===== src/hw/rtl/tnwq_pkg.sv =====
// Shared types and constants for the ticket notify wait queue.
// No dependencies; every other file except tnwq_ram imports this package.
package tnwq_pkg;

  localparam int QDEPTH    = 16;
  localparam int TID_W     = 8;
  localparam int TKT_W     = 32;
  localparam int PORT_TID_W = 8;
  localparam int IDX_W     = (QDEPTH > 1) ? $clog2(QDEPTH) : 1;
  localparam int LEN_W     = $clog2(QDEPTH + 1);
  localparam int ENT_W     = TID_W + TKT_W;
  localparam int CMDQ_DEPTH = 2;

  typedef enum logic [1:0] {
    ACT_TAKE       = 2'd0,
    ACT_WAIT       = 2'd1,
    ACT_NOTIFY_ONE = 2'd2,
    ACT_NOTIFY_ALL = 2'd3
  } action_t;

  typedef enum logic [2:0] {
    KIND_ISSUED     = 3'd0,
    KIND_ALREADY    = 3'd1,
    KIND_PARKED     = 3'd2,
    KIND_FULL       = 3'd3,
    KIND_READY      = 3'd4,
    KIND_NOTHING    = 3'd5,
    KIND_NOT_QUEUED = 3'd6
  } kind_t;

  // Work handed from the front to the back
  typedef enum logic [1:0] {
    CMD_EMIT   = 2'd0,
    CMD_APPEND = 2'd1,
    CMD_FIND   = 2'd2,
    CMD_DRAIN  = 2'd3
  } cmd_op_t;

  typedef struct packed {
    cmd_op_t           op;
    kind_t             kind;
    logic [TID_W-1:0]  thread;
    logic [TKT_W-1:0]  ticket;
  } cmd_t;

  typedef struct packed {
    logic             busy;
    logic [LEN_W-1:0] len;
  } back_status_t;

endpackage


===== src/hw/rtl/ticket_notify_wait_queue_top.sv =====
// Ticket notify wait queue: a request is accepted when start is high and
// busy is low, and results appear one per cycle on out_valid, which the
// receiver cannot hold off. take_ticket, wait, any notify that finds the
// counters equal and any notify that finds the queue empty give a single
// result without the back half leaving its idle state. notify_one scans the
// parked entries one per cycle through the entry RAM's single read port and
// then compacts the tail behind the hit one entry per cycle; scan and
// compaction together visit each parked entry once, whether or not the
// entry is found. notify_all gives one result per parked entry on
// consecutive cycles.
// Depends on tnwq_pkg, tnwq_front, tnwq_cmd_fifo, tnwq_back, tnwq_ram.
module ticket_notify_wait_queue_top (
  input  logic        clk,
  input  logic        rst_n,
  input  logic        start,
  output logic        busy,
  input  logic [1:0]  in_action,
  input  logic [7:0]  in_thread_id,
  input  logic [31:0] in_ticket,
  output logic        out_valid,
  output logic [2:0]  out_kind,
  output logic [7:0]  out_thread_id_out,
  output logic [31:0] out_ticket_out,
  output logic        out_last
);
  import tnwq_pkg::*;

  logic         push;
  cmd_t         push_cmd;
  logic         pop;
  logic         fifo_not_empty;
  cmd_t         fifo_head;
  back_status_t back_status;

  tnwq_front u_front (
    .clk           (clk),
    .rst_n         (rst_n),
    .start         (start),
    .in_action     (in_action),
    .in_thread_id  (in_thread_id),
    .in_ticket     (in_ticket),
    .fifo_not_empty(fifo_not_empty),
    .back_status   (back_status),
    .busy          (busy),
    .push          (push),
    .push_cmd      (push_cmd)
  );

  tnwq_cmd_fifo u_cmd_fifo (
    .clk      (clk),
    .rst_n    (rst_n),
    .push     (push),
    .push_cmd (push_cmd),
    .pop      (pop),
    .not_empty(fifo_not_empty),
    .head     (fifo_head)
  );

  tnwq_back u_back (
    .clk              (clk),
    .rst_n            (rst_n),
    .cmd_valid        (fifo_not_empty),
    .cmd              (fifo_head),
    .pop              (pop),
    .status           (back_status),
    .out_valid        (out_valid),
    .out_kind         (out_kind),
    .out_thread_id_out(out_thread_id_out),
    .out_ticket_out   (out_ticket_out),
    .out_last         (out_last)
  );

  // An accepted request keeps the block busy in the following cycle
  assert property (@(posedge clk) disable iff (!rst_n)
    start && !busy |=> busy)
    else $error("accepted request did not raise busy");

  // A result that is not the last of its request is followed by another
  assert property (@(posedge clk) disable iff (!rst_n)
    out_valid && !out_last |=> out_valid)
    else $error("result burst broke before its last result");

  // A parked result always leaves at least one entry in the queue
  assert property (@(posedge clk) disable iff (!rst_n)
    out_valid && (out_kind == KIND_PARKED) |-> (back_status.len != '0))
    else $error("parked result with empty queue");

  // Nothing new is accepted while a result burst is still running
  assert property (@(posedge clk) disable iff (!rst_n)
    out_valid && !out_last |-> busy)
    else $error("not busy during a result burst");

endmodule


===== src/hw/rtl/tnwq_ram.sv =====
// Generic single-write, single-read RAM with registered read data.
// No dependencies.
module tnwq_ram #(
  parameter int WIDTH = 8,
  parameter int DEPTH = 16,
  parameter int AW    = (DEPTH > 1) ? $clog2(DEPTH) : 1
) (
  input  logic             clk,
  input  logic             we,
  input  logic [AW-1:0]    waddr,
  input  logic [WIDTH-1:0] wdata,
  input  logic             re,
  input  logic [AW-1:0]    raddr,
  output logic [WIDTH-1:0] rdata
);

  logic [WIDTH-1:0] mem [DEPTH];
  logic [WIDTH-1:0] rdata_r;

  // Write port
  always_ff @(posedge clk) begin
    if (we) begin
      mem[waddr] <= wdata;
    end
  end

  // Registered read port
  always_ff @(posedge clk) begin
    if (re) begin
      rdata_r <= mem[raddr];
    end
  end

  assign rdata = rdata_r;

endmodule


===== src/hw/rtl/tnwq_cmd_fifo.sv =====
// Short command queue between the front and back halves.
// Depends on tnwq_pkg for cmd_t and the queue depth.
module tnwq_cmd_fifo (
  input  logic          clk,
  input  logic          rst_n,
  input  logic          push,
  input  tnwq_pkg::cmd_t push_cmd,
  input  logic          pop,
  output logic          not_empty,
  output tnwq_pkg::cmd_t head
);
  import tnwq_pkg::*;

  localparam int PTR_W = (CMDQ_DEPTH > 1) ? $clog2(CMDQ_DEPTH) : 1;
  localparam int CNT_W = $clog2(CMDQ_DEPTH + 1);

  cmd_t             slot_r [CMDQ_DEPTH];
  logic [PTR_W-1:0] wr_ptr_r, wr_ptr_nxt;
  logic [PTR_W-1:0] rd_ptr_r, rd_ptr_nxt;
  logic [CNT_W-1:0] count_r, count_nxt;

  // Advance pointers with wrap at the queue depth
  always_comb begin
    wr_ptr_nxt = wr_ptr_r;
    rd_ptr_nxt = rd_ptr_r;
    count_nxt  = count_r;
    if (push) begin
      wr_ptr_nxt = (32'(wr_ptr_r) == CMDQ_DEPTH - 1) ? '0 : wr_ptr_r + 1'b1;
    end
    if (pop) begin
      rd_ptr_nxt = (32'(rd_ptr_r) == CMDQ_DEPTH - 1) ? '0 : rd_ptr_r + 1'b1;
    end
    if (push && !pop) begin
      count_nxt = count_r + 1'b1;
    end else if (pop && !push) begin
      count_nxt = count_r - 1'b1;
    end
  end

  always_ff @(posedge clk) begin
    if (!rst_n) begin
      wr_ptr_r <= '0;
      rd_ptr_r <= '0;
      count_r  <= '0;
    end else begin
      wr_ptr_r <= wr_ptr_nxt;
      rd_ptr_r <= rd_ptr_nxt;
      count_r  <= count_nxt;
    end
  end

  // Hold request payloads
  always_ff @(posedge clk) begin
    if (push) begin
      slot_r[wr_ptr_r] <= push_cmd;
    end
  end

  assign not_empty = (count_r != '0);
  assign head      = slot_r[rd_ptr_r];

endmodule


===== src/hw/rtl/tnwq_front.sv =====
// Front half: accepts requests, owns the ticket counters, classifies each
// request into a back-end command. Depends on tnwq_pkg.
module tnwq_front (
  input  logic                     clk,
  input  logic                     rst_n,
  input  logic                     start,
  input  logic [1:0]               in_action,
  input  logic [7:0]               in_thread_id,
  input  logic [31:0]              in_ticket,
  input  logic                     fifo_not_empty,
  input  tnwq_pkg::back_status_t   back_status,
  output logic                     busy,
  output logic                     push,
  output tnwq_pkg::cmd_t           push_cmd
);
  import tnwq_pkg::*;

  logic [TKT_W-1:0] wait_cnt_r, wait_cnt_nxt;
  logic [TKT_W-1:0] notify_cnt_r, notify_cnt_nxt;
  logic [TKT_W-1:0] tkt_diff;
  logic             tkt_old;
  logic             cnt_equal;

  // Stay busy while any request is queued or in work
  assign busy = fifo_not_empty || back_status.busy;
  assign push = start && !busy;

  assign tkt_diff  = in_ticket - notify_cnt_r;
  assign tkt_old   = tkt_diff[TKT_W-1];
  assign cnt_equal = (wait_cnt_r == notify_cnt_r);

  // Classify the request
  always_comb begin
    wait_cnt_nxt    = wait_cnt_r;
    notify_cnt_nxt  = notify_cnt_r;
    push_cmd.op     = CMD_EMIT;
    push_cmd.kind   = KIND_NOTHING;
    push_cmd.thread = in_thread_id[TID_W-1:0];
    push_cmd.ticket = '0;
    unique case (action_t'(in_action))
      ACT_TAKE: begin
        push_cmd.kind   = KIND_ISSUED;
        push_cmd.ticket = wait_cnt_r;
        wait_cnt_nxt    = wait_cnt_r + 1'b1;
      end
      ACT_WAIT: begin
        if (tkt_old) begin
          push_cmd.kind = KIND_ALREADY;
        end else if (32'(back_status.len) >= QDEPTH) begin
          push_cmd.kind = KIND_FULL;
        end else begin
          push_cmd.op     = CMD_APPEND;
          push_cmd.kind   = KIND_PARKED;
          push_cmd.ticket = in_ticket;
        end
      end
      ACT_NOTIFY_ONE: begin
        if (!cnt_equal) begin
          notify_cnt_nxt  = notify_cnt_r + 1'b1;
          push_cmd.ticket = notify_cnt_r;
          if (back_status.len == '0) begin
            push_cmd.kind   = KIND_NOT_QUEUED;
            push_cmd.ticket = '0;
          end else begin
            push_cmd.op   = CMD_FIND;
            push_cmd.kind = KIND_READY;
          end
        end
      end
      ACT_NOTIFY_ALL: begin
        if (!cnt_equal) begin
          notify_cnt_nxt = wait_cnt_r;
          if (back_status.len == '0) begin
            push_cmd.kind = KIND_NOT_QUEUED;
          end else begin
            push_cmd.op   = CMD_DRAIN;
            push_cmd.kind = KIND_READY;
          end
        end
      end
      default: begin
        push_cmd.kind = KIND_NOTHING;
      end
    endcase
  end

  // Update counters on accept only
  always_ff @(posedge clk) begin
    if (!rst_n) begin
      wait_cnt_r   <= '0;
      notify_cnt_r <= '0;
    end else if (push) begin
      wait_cnt_r   <= wait_cnt_nxt;
      notify_cnt_r <= notify_cnt_nxt;
    end
  end

endmodule


===== src/hw/rtl/tnwq_back.sv =====
// Back half: owns the parked-entry RAM and its length; appends, scans,
// compacts and drains entries, and drives the result register.
// Depends on tnwq_pkg and tnwq_ram.
module tnwq_back (
  input  logic                   clk,
  input  logic                   rst_n,
  input  logic                   cmd_valid,
  input  tnwq_pkg::cmd_t         cmd,
  output logic                   pop,
  output tnwq_pkg::back_status_t status,
  output logic                   out_valid,
  output logic [2:0]             out_kind,
  output logic [7:0]             out_thread_id_out,
  output logic [31:0]            out_ticket_out,
  output logic                   out_last
);
  import tnwq_pkg::*;

  typedef enum logic [3:0] {
    S_IDLE  = 4'b0001,
    S_SCAN  = 4'b0010,
    S_SHIFT = 4'b0100,
    S_DRAIN = 4'b1000
  } state_t;

  state_t           state_r, state_nxt;
  logic [LEN_W-1:0] len_r, len_nxt;
  logic [IDX_W-1:0] idx_r, idx_nxt;
  logic [TKT_W-1:0] target_r, target_nxt;

  logic             out_valid_r, out_valid_nxt;
  kind_t            out_kind_r, out_kind_nxt;
  logic [TID_W-1:0] out_thread_r, out_thread_nxt;
  logic [TKT_W-1:0] out_ticket_r, out_ticket_nxt;
  logic             out_last_r, out_last_nxt;

  logic             ram_we, ram_re;
  logic [IDX_W-1:0] ram_waddr, ram_raddr;
  logic [ENT_W-1:0] ram_wdata, ram_rdata;
  logic [TID_W-1:0] rd_thread;
  logic [TKT_W-1:0] rd_ticket;

  logic [LEN_W:0]   idx_p1, idx_p2, len_ext;
  logic             hit;

  assign {rd_thread, rd_ticket} = ram_rdata;
  assign len_ext = {1'b0, len_r};
  assign idx_p1  = (LEN_W + 1)'(idx_r) + 1'b1;
  assign idx_p2  = (LEN_W + 1)'(idx_r) + 2'd2;
  assign hit     = (rd_ticket == target_r);

  tnwq_ram #(
    .WIDTH(ENT_W),
    .DEPTH(QDEPTH)
  ) u_entries (
    .clk  (clk),
    .we   (ram_we),
    .waddr(ram_waddr),
    .wdata(ram_wdata),
    .re   (ram_re),
    .raddr(ram_raddr),
    .rdata(ram_rdata)
  );

  // Sequence each command; the read address always runs one entry ahead
  always_comb begin
    state_nxt      = state_r;
    len_nxt        = len_r;
    idx_nxt        = idx_r;
    target_nxt     = target_r;
    out_valid_nxt  = 1'b0;
    out_kind_nxt   = out_kind_r;
    out_thread_nxt = '0;
    out_ticket_nxt = '0;
    out_last_nxt   = 1'b1;
    ram_we         = 1'b0;
    ram_waddr      = len_r[IDX_W-1:0];
    ram_wdata      = {cmd.thread, cmd.ticket};
    ram_re         = 1'b0;
    ram_raddr      = '0;
    pop            = 1'b0;
    unique case (state_r)
      S_IDLE: begin
        if (cmd_valid) begin
          pop = 1'b1;
          unique case (cmd.op)
            CMD_EMIT: begin
              out_valid_nxt  = 1'b1;
              out_kind_nxt   = cmd.kind;
              out_ticket_nxt = cmd.ticket;
            end
            CMD_APPEND: begin
              ram_we        = 1'b1;
              len_nxt       = len_r + 1'b1;
              out_valid_nxt = 1'b1;
              out_kind_nxt  = KIND_PARKED;
            end
            CMD_FIND: begin
              target_nxt = cmd.ticket;
              ram_re     = 1'b1;
              idx_nxt    = '0;
              state_nxt  = S_SCAN;
            end
            CMD_DRAIN: begin
              ram_re    = 1'b1;
              idx_nxt   = '0;
              state_nxt = S_DRAIN;
            end
            default: begin
              state_nxt = S_IDLE;
            end
          endcase
        end
      end
      S_SCAN: begin
        ram_raddr = idx_p1[IDX_W-1:0];
        ram_re    = (idx_p1 < len_ext);
        if (hit) begin
          out_valid_nxt  = 1'b1;
          out_kind_nxt   = KIND_READY;
          out_thread_nxt = rd_thread;
          out_ticket_nxt = target_r;
          if (idx_p1 < len_ext) begin
            state_nxt = S_SHIFT;
          end else begin
            len_nxt   = len_r - 1'b1;
            state_nxt = S_IDLE;
          end
        end else if (idx_p1 == len_ext) begin
          out_valid_nxt = 1'b1;
          out_kind_nxt  = KIND_NOT_QUEUED;
          state_nxt     = S_IDLE;
        end else begin
          idx_nxt = idx_r + 1'b1;
        end
      end
      S_SHIFT: begin
        // Close the gap: entry k+1 moves to k
        ram_we    = 1'b1;
        ram_waddr = idx_r;
        ram_wdata = ram_rdata;
        ram_raddr = idx_p2[IDX_W-1:0];
        if (idx_p2 < len_ext) begin
          ram_re  = 1'b1;
          idx_nxt = idx_r + 1'b1;
        end else begin
          len_nxt   = len_r - 1'b1;
          state_nxt = S_IDLE;
        end
      end
      S_DRAIN: begin
        out_valid_nxt  = 1'b1;
        out_kind_nxt   = KIND_READY;
        out_thread_nxt = rd_thread;
        out_ticket_nxt = rd_ticket;
        out_last_nxt   = (idx_p1 == len_ext);
        ram_raddr      = idx_p1[IDX_W-1:0];
        if (idx_p1 == len_ext) begin
          len_nxt   = '0;
          state_nxt = S_IDLE;
        end else begin
          ram_re  = 1'b1;
          idx_nxt = idx_r + 1'b1;
        end
      end
      default: begin
        state_nxt = S_IDLE;
      end
    endcase
  end

  // Control state
  always_ff @(posedge clk) begin
    if (!rst_n) begin
      state_r     <= S_IDLE;
      len_r       <= '0;
      out_valid_r <= 1'b0;
    end else begin
      state_r     <= state_nxt;
      len_r       <= len_nxt;
      out_valid_r <= out_valid_nxt;
    end
  end

  // Payload registers
  always_ff @(posedge clk) begin
    idx_r        <= idx_nxt;
    target_r     <= target_nxt;
    out_kind_r   <= out_kind_nxt;
    out_thread_r <= out_thread_nxt;
    out_ticket_r <= out_ticket_nxt;
    out_last_r   <= out_last_nxt;
  end

  assign status.busy       = (state_r != S_IDLE);
  assign status.len        = len_r;
  assign out_valid         = out_valid_r;
  assign out_kind          = out_kind_r;
  assign out_thread_id_out = PORT_TID_W'(out_thread_r);
  assign out_ticket_out    = out_ticket_r;
  assign out_last          = out_last_r;

endmodule


===== config.mk =====
export PLATFORM = sky130hd
export DESIGN_NAME = ticket_notify_wait_queue_top
export DESIGN_NICKNAME = d
export VERILOG_FILES = /design/src/hw/rtl/tnwq_pkg.sv /design/src/hw/rtl/ticket_notify_wait_queue_top.sv /design/src/hw/rtl/tnwq_ram.sv /design/src/hw/rtl/tnwq_cmd_fifo.sv /design/src/hw/rtl/tnwq_front.sv /design/src/hw/rtl/tnwq_back.sv
export SDC_FILE = /design/constraint.sdc
export NUM_CORES = 1
export LEC_CHECK = 0
export ABC_AREA = 1
export BUFFER_PORTS_ARGS = -buffer_cell sky130_fd_sc_hd__buf_4
export CAP_MARGIN = 20
export CELL_PAD_IN_SITES_DETAIL_PLACEMENT = 1
export CELL_PAD_IN_SITES_GLOBAL_PLACEMENT = 2
export CORE_ASPECT_RATIO = 1.25
export CORE_UTILIZATION = 30
export DETAILED_ROUTE_END_ITERATION = 8
export PLACE_DENSITY_LB_ADDON = 0.15
export SLEW_MARGIN = 20
export SYNTH_ARGS = -nofsm -noshare
export SYNTH_HDL_FRONTEND = slang
export SYNTH_HIERARCHICAL = 1
export SYNTH_SLANG_ARGS = --single-unit

===== constraint.sdc =====
create_clock -name clk -period 10.36 [get_ports clk]
set_input_delay 1.036 -clock clk [delete_from_list [all_inputs] [get_ports clk]]
set_output_delay 1.036 -clock clk [all_outputs]
set_load 0.005 [all_outputs]

# Yosys cells after proc, flatten, opt, wreduce, memory -nomap -nowiden
# Memory sizes are Yosys's and may differ from the RTL's. A register that Yosys moved wholly into a read port is not among the register bits.
# Index checks and enable logic that the tools add are counted.
# totals
reg_bits,158
ramBits,730
out_inout_bits,46
mem_count,2
# mem_list
memory,words,width,rd,rd_clocked_by_memory_dff,wr,line,text
u_back.u_entries.mem,16,40,1,1,1,tnwq_ram.sv:17,logic [WIDTH-1:0] mem [DEPTH];
u_cmd_fifo.slot_r,2,45,1,1,1,tnwq_cmd_fifo.sv:17,cmd_t slot_r [CMDQ_DEPTH];
# op_classes
add_sub_neg,12
n_lt_le_gt_ge,3
eq_ne,28
n_mux,78
reduce_logical,25
# op_table
operator,count
$mux W32,9
$pmux W32 S3,2
$add A32 B1 Y32 const B,2
$eq A32 B32 Y1,2
$pmux W32 S2,1
$mux W4,10
$mux W40,1
$mux W5,8
$pmux W4 S4,2
$sub A32 B32 Y32,1
$mux W1,22
$pmux W5 S4,1
$ne A2 B2 Y1 const B,8
$pmux W4 S2,2
$pmux W8 S2,1
$mux W3,5
$lt A6 B5 Y1,2
$mux W2,6
$pmux W3 S4,1
$pmux W3 S3,1
$eq A2 B2 Y1 const B,4
$mux W8,1
$reduce_and A4 Y1,2
$reduce_and A7 Y1,1
other kinds (36),51

# Logic depth before layout (Yosys ltp)
# depth
word_depth,8
depth_mapped,17
mapped_depth_nobuf,16

# Modules after synthesis
# Netlist, hierarchy kept.
# modules_own_cells
module,n_inst,cells_per_inst,area_each_um2
tnwq_ram,1,2643,28718.8
tnwq_front,1,1342,7198.2
tnwq_back,1,630,4934.7
tnwq_cmd_fifo,1,174,3674.8

# Least setup slack after synthesis
# No wires, ideal clock.
# synth_timing
path_kind,input port to flip-flop
from,input start
to,"memory u_cmd_fifo/slot_r[0][0] (netlist name), enable pin"
setup_ns,0.448
arrival_ns,3.520
required_ns,9.912
setup_slack_ns,6.392
stages,5
path_cell_list,nand3_1 clkinv_1 buf_2 inv_1 nor2_1
# synth_between
elab_chain_cells,3
# synth_lines
element,line,text
start: declaration,ticket_notify_wait_queue_top.sv:15,"input logic start,"
$logic_and A1 B1 Y1,tnwq_front.sv:26,assign push = start && !busy;
net push,ticket_notify_wait_queue_top.sv:28,logic push;
$mux W1,tnwq_cmd_fifo.sv:54,if (push) begin
$mux W1 (not written as such),tnwq_cmd_fifo.sv:55,slot_r[wr_ptr_r] <= push_cmd;
end: declaration,tnwq_cmd_fifo.sv:17,
# The timed path passes the listed nets, and every way through them passes these cells.

# Worst setup path in the final report
# layout_timing
from,register u_back.state_r[1]
to,register u_back.u_entries.rdata_r[35] (netlist: u_back/u_entries/rdata[35]) (read register of u_back.u_entries.mem) (data pin)
# layout_between
elab_chain_cells,3
word_cells_on_any_way,7
# layout_lines
element,line,text
start: declaration,tnwq_back.sv:26,"state_t state_r, state_nxt;"
start signal: assignment,tnwq_back.sv:179,state_r <= state_nxt;
$eq A4 B2 Y1 or $eq A4 B4 Y1 (tied branches),tnwq_back.sv:82,unique case (state_r)
$reduce_or A2 Y1 (no line),--,
$pmux W4 S2 *,tnwq_back.sv:82,
net u_back.ram_raddr[0],tnwq_back.sv:38,"logic [IDX_W-1:0] ram_waddr, ram_raddr;"
end: declaration,tnwq_ram.sv:18,logic [WIDTH-1:0] rdata_r;
# The timed path passes the listed nets; every way through them passes the cells marked *.
# A chain may end at the register's enable or synchronous reset.

==> qor.yml <==
antenna_found_initial: 5
vias: 32500
finalHoldViolations: 0
grt_start_max_net_pins: 180
ir_drop_uv: 114
slew_headroom_pct: 25.8
dpl.hpwl_um: 96100
multi_input_area_um2: 13700
cts_sinks: 929
htree_levels: 3
crit_fanout: 179
synth_adder_area_share_pct: 1.39
netlist_area_um2: 44500
p_leak_nw: 20.9
dp_cells: 6636
initial_core_util_pct: 30.3
synth_cell_types: 49
cts-hold-fix-buffers: 0
hp-class: "register to register"
synthMuxAreaShare_pct: 1.48
synth_ff_type: "edfxtp_1"
pwr-share-comb_pct: 24.8
max_freq_ghz: 0.210
num_rows: 157
hold_start: "u_cmd_fifo/rd_ptr_r$_SDFFE_PN0P_"
seq_power_share_pct: 42.8
grt_pass1_vias: 33300
fin_skew_ps: 22.5
num_io_pins: 91
setup_slack_ps: 5600
worstPathRequired_ps: 10820
fillers: 16800
wl_per_cell_um: 23.0
clockRootBuffer: "clkbuf_16"
ys_seq_area_share_pct: 60.0
cts_buffers: 105
cts.clk_slew.worst_paths_ps: 60
synth_compound_area_share_pct: 2.34
wirelength_um: 157000
cp-start-kind: "register"
yosysWarnings: 6
cts_tree: "built"
num-nets-final: 4930
power_density_nw_per_um2: 226
via_per_inst: 4.76
min_path_cells: 2
r2r-end: "u_back/u_entries/rdata[35]$_DFFE_PP_"
dieArea_um2: 150000
setup_viol: 0
layout-drive-gt1-share_pct: 9.51
clock_latency_ps: 720
post-route-min-period_ps: 4760
grtUsageTotal_pct: 20.8
portBuffers: 90
r2r_cells: 14
die_w_um: 347
holdPathEnd: "u_cmd_fifo/rd_ptr_r$_SDFFE_PN0P_"
cp-end-kind: "register"
grt.overflow.total: 0
synthXorXnorAreaFrac_pct: 0.984
fin_crit_sh_pct: 46.0
route.detailed.drc: 0
ys_ff_latch: 929
yosys.area_share.simple_pct: 24.1
p_sw_share_pct: 33.7
stdcell_count: 6831
tns_ps: 0
drtAntennaViolNets: 0
die_y_um: 433
cp_data_arrival_time_ps: 5220
post_cts_buffers: 0
synthesis.instances: 4789
postSynth.asyncResetShare_pct: 0
rsz0062_at_grt: "no"
first_pass_iters: 7
cts_resized: 0
postSynthAreaPerCell_um2: 9.30
max_cap_viol_count: 0
routabilityCongestion: 0.812
dr.first_iter.drc_count: 1849
register_area_um2: 26700
clkPwrFrac_pct: 32.4
area_growth_pct: 13.3
drv_slew: 0
status: "complete, no violations"
worst_slew_pin_slew_ps: 1110
reg2reg_from: "u_back/state_r[1]$_SDFFE_PN0P_"
netSwitchingPower_mw: 3.83
rrSetupSlack_ps: 5600
p_total_mw: 11.4
synth_top_family_by_area: "simple AND/OR/NAND/NOR gates"
grt_pass1_wl_um: 229000
clockBufferDepth: 3
pre_cts_ws_ps: 5430
p_int_mw: 7.55
synth_fp_nets: 4883
coreArea_um2: 147000
crit_type: "register to register"
synth_edf_count: 809
critical path, cell delays in order, from the launching register on:
cell and delay, ps:
dfxtp_1 350, nor2_2 190, nand3_4 380, inv_1 560
nand2_1 200, o21ai_4 110, buf_12 570, clkinv_8 700
buf_12 600, nand2_1 170, nand2_1 70, nand2_1 50
nand3_1 80, nand3_1 120, nand2_1 60
cell type report:
type / instances / share of cell area, %
Sequential cell: 929 / 52.9
Tap cell: 1908 / 4.73
Multi-Input combinational cell: 2845 / 27.2
Timing Repair Buffer: 176 / 2.74
Inverter: 779 / 5.84
Antenna cell: 2 / 0.00992
Clock buffer: 139 / 5.63
Clock inverter: 53 / 0.945
state kept, by name, summed over array words and instances (netlist names), 2 cells and up, named ones only:
signal,cells
u_back/idx_r,4
u_back/len_r,5
u_back/out_kind,3
u_back/out_thread_id_out,8
u_back/out_ticket_out,32
u_back/state_r,4
u_back/target_r,32
u_back/u_entries/mem,640
u_back/u_entries/rdata,40
u_cmd_fifo/count_r,2
u_cmd_fifo/slot_r,90
u_front/notify_cnt_r,32
u_front/wait_cnt_r,32
power groups by stage:
stage / registers (mW) / clock network, mW / logic, mW
2_1_floorplan: 4.86 / 0 / 1.75
3_3_place_gp: 4.95 / 0 / 2.85
3_5_place_dp: 4.95 / 0 / 2.87
4_1_cts: 4.88 / 3.79 / 2.88
5_1_grt: 4.89 / 3.92 / 3.11
6_report: 4.87 / 3.69 / 2.82
stage by stage:
stage	area [um^2]	util, %	hold slack (ps)
2_1_floorplan	44500	-	457
3_3_place_gp	47100	32.0	477
3_5_place_dp	47100	32.1	487
4_1_cts	50400	34.3	459
5_1_grt	50400	34.3	498
6_report	50400	34.3	503
routing by layer:
metal	up-vias	GRT usage, %	part of all wire, %
met2	491	38.4	52
met4	0	6.13	2.5
met3	195	1.75	2.6
li1	15600	-	-
met1	16200	25.7	43
met5	-	0	0
worst max-delay path by stage:
stage / start / to / slack [ps] / cells past startpoint
after floorplan: start / u_cmd_fifo/slot_r[0][0]$_DFFE_PP_ / 6390 / 5
after global placement: u_back/state_r[1]$_SDFFE_PN0P_ / u_back/u_entries/rdata[35]$_DFFE_PP_ / 5510 / 14
after detailed placement: u_back/state_r[1]$_SDFFE_PN0P_ / u_back/u_entries/rdata[35]$_DFFE_PP_ / 5430 / 14
after CTS: u_back/state_r[1]$_SDFFE_PN0P_ / u_back/u_entries/rdata[35]$_DFFE_PP_ / 5430 / 14
after global routing: u_back/state_r[1]$_SDFFE_PN0P_ / u_back/u_entries/rdata[35]$_DFFE_PP_ / 5170 / 14
final: u_back/state_r[1]$_SDFFE_PN0P_ / u_back/u_entries/rdata[35]$_DFFE_PP_ / 5600 / 14
kinds of logic after synthesis:
| logic type | Yosys count |
|---|---|
| AO/OA/AOI/OAI | 188 |
| XOR/XNOR | 50 |
| adder cells (fa/ha/maj) | 49 |
| buffers and inverters | 1015 |
| flip-flops | 929 |
| multiplexers | 45 |
| AND/OR/NAND/NOR | 2513 |
cell usage after synthesis (40+ instances only):
| library cell | instances | share of area, % |
|---|---|---|
| nand3_1 | 595 | 6.7 |
| a21oi_1 | 65 | 0.73 |
| o21ai_0 | 82 | 0.92 |
| mux2_4 | 40 | 1.3 |
| inv_1 | 742 | 6.3 |
| clkbuf_1 | 55 | 0.46 |
| nor2_1 | 206 | 1.7 |
| ha_1 | 48 | 1.3 |
| edfxtp_1 | 809 | 55 |
| dfxtp_1 | 120 | 5.4 |
| nand2_1 | 1530 | 13 |
| nand4_1 | 103 | 1.4 |
| buf_2 | 96 | 1.1 |
layout by cell type, fill, tap and decap left out, types with 4 or more instances in the layout:
master / n
nand3b_1: 5
clkbuf_8: 4
o211ai_1: 25
bufinv_16: 8
nor2_2: 18
inv_6: 4
inv_2: 29
o21ai_4: 4
a31oi_1: 4
mux2_4: 40
mux2_2: 5
nand3_2: 5
clkinv_2: 12
nand3_1: 595
nand2_2: 7
nor2_1: 186
xor2_1: 18
xnor2_1: 32
nor2_4: 26
clkbuf_1: 28
nand2_1: 1528
a21oi_1: 65
buf_12: 5
nand4_1: 103
clkinv_1: 31
buf_4: 171
dfxtp_1: 119
o21ai_0: 78
ha_1: 48
nor3_1: 24
clkbuf_16: 107
edfxtp_1: 809
inv_1: 740
nor3_2: 4
(Power assumes the default switching activity.)
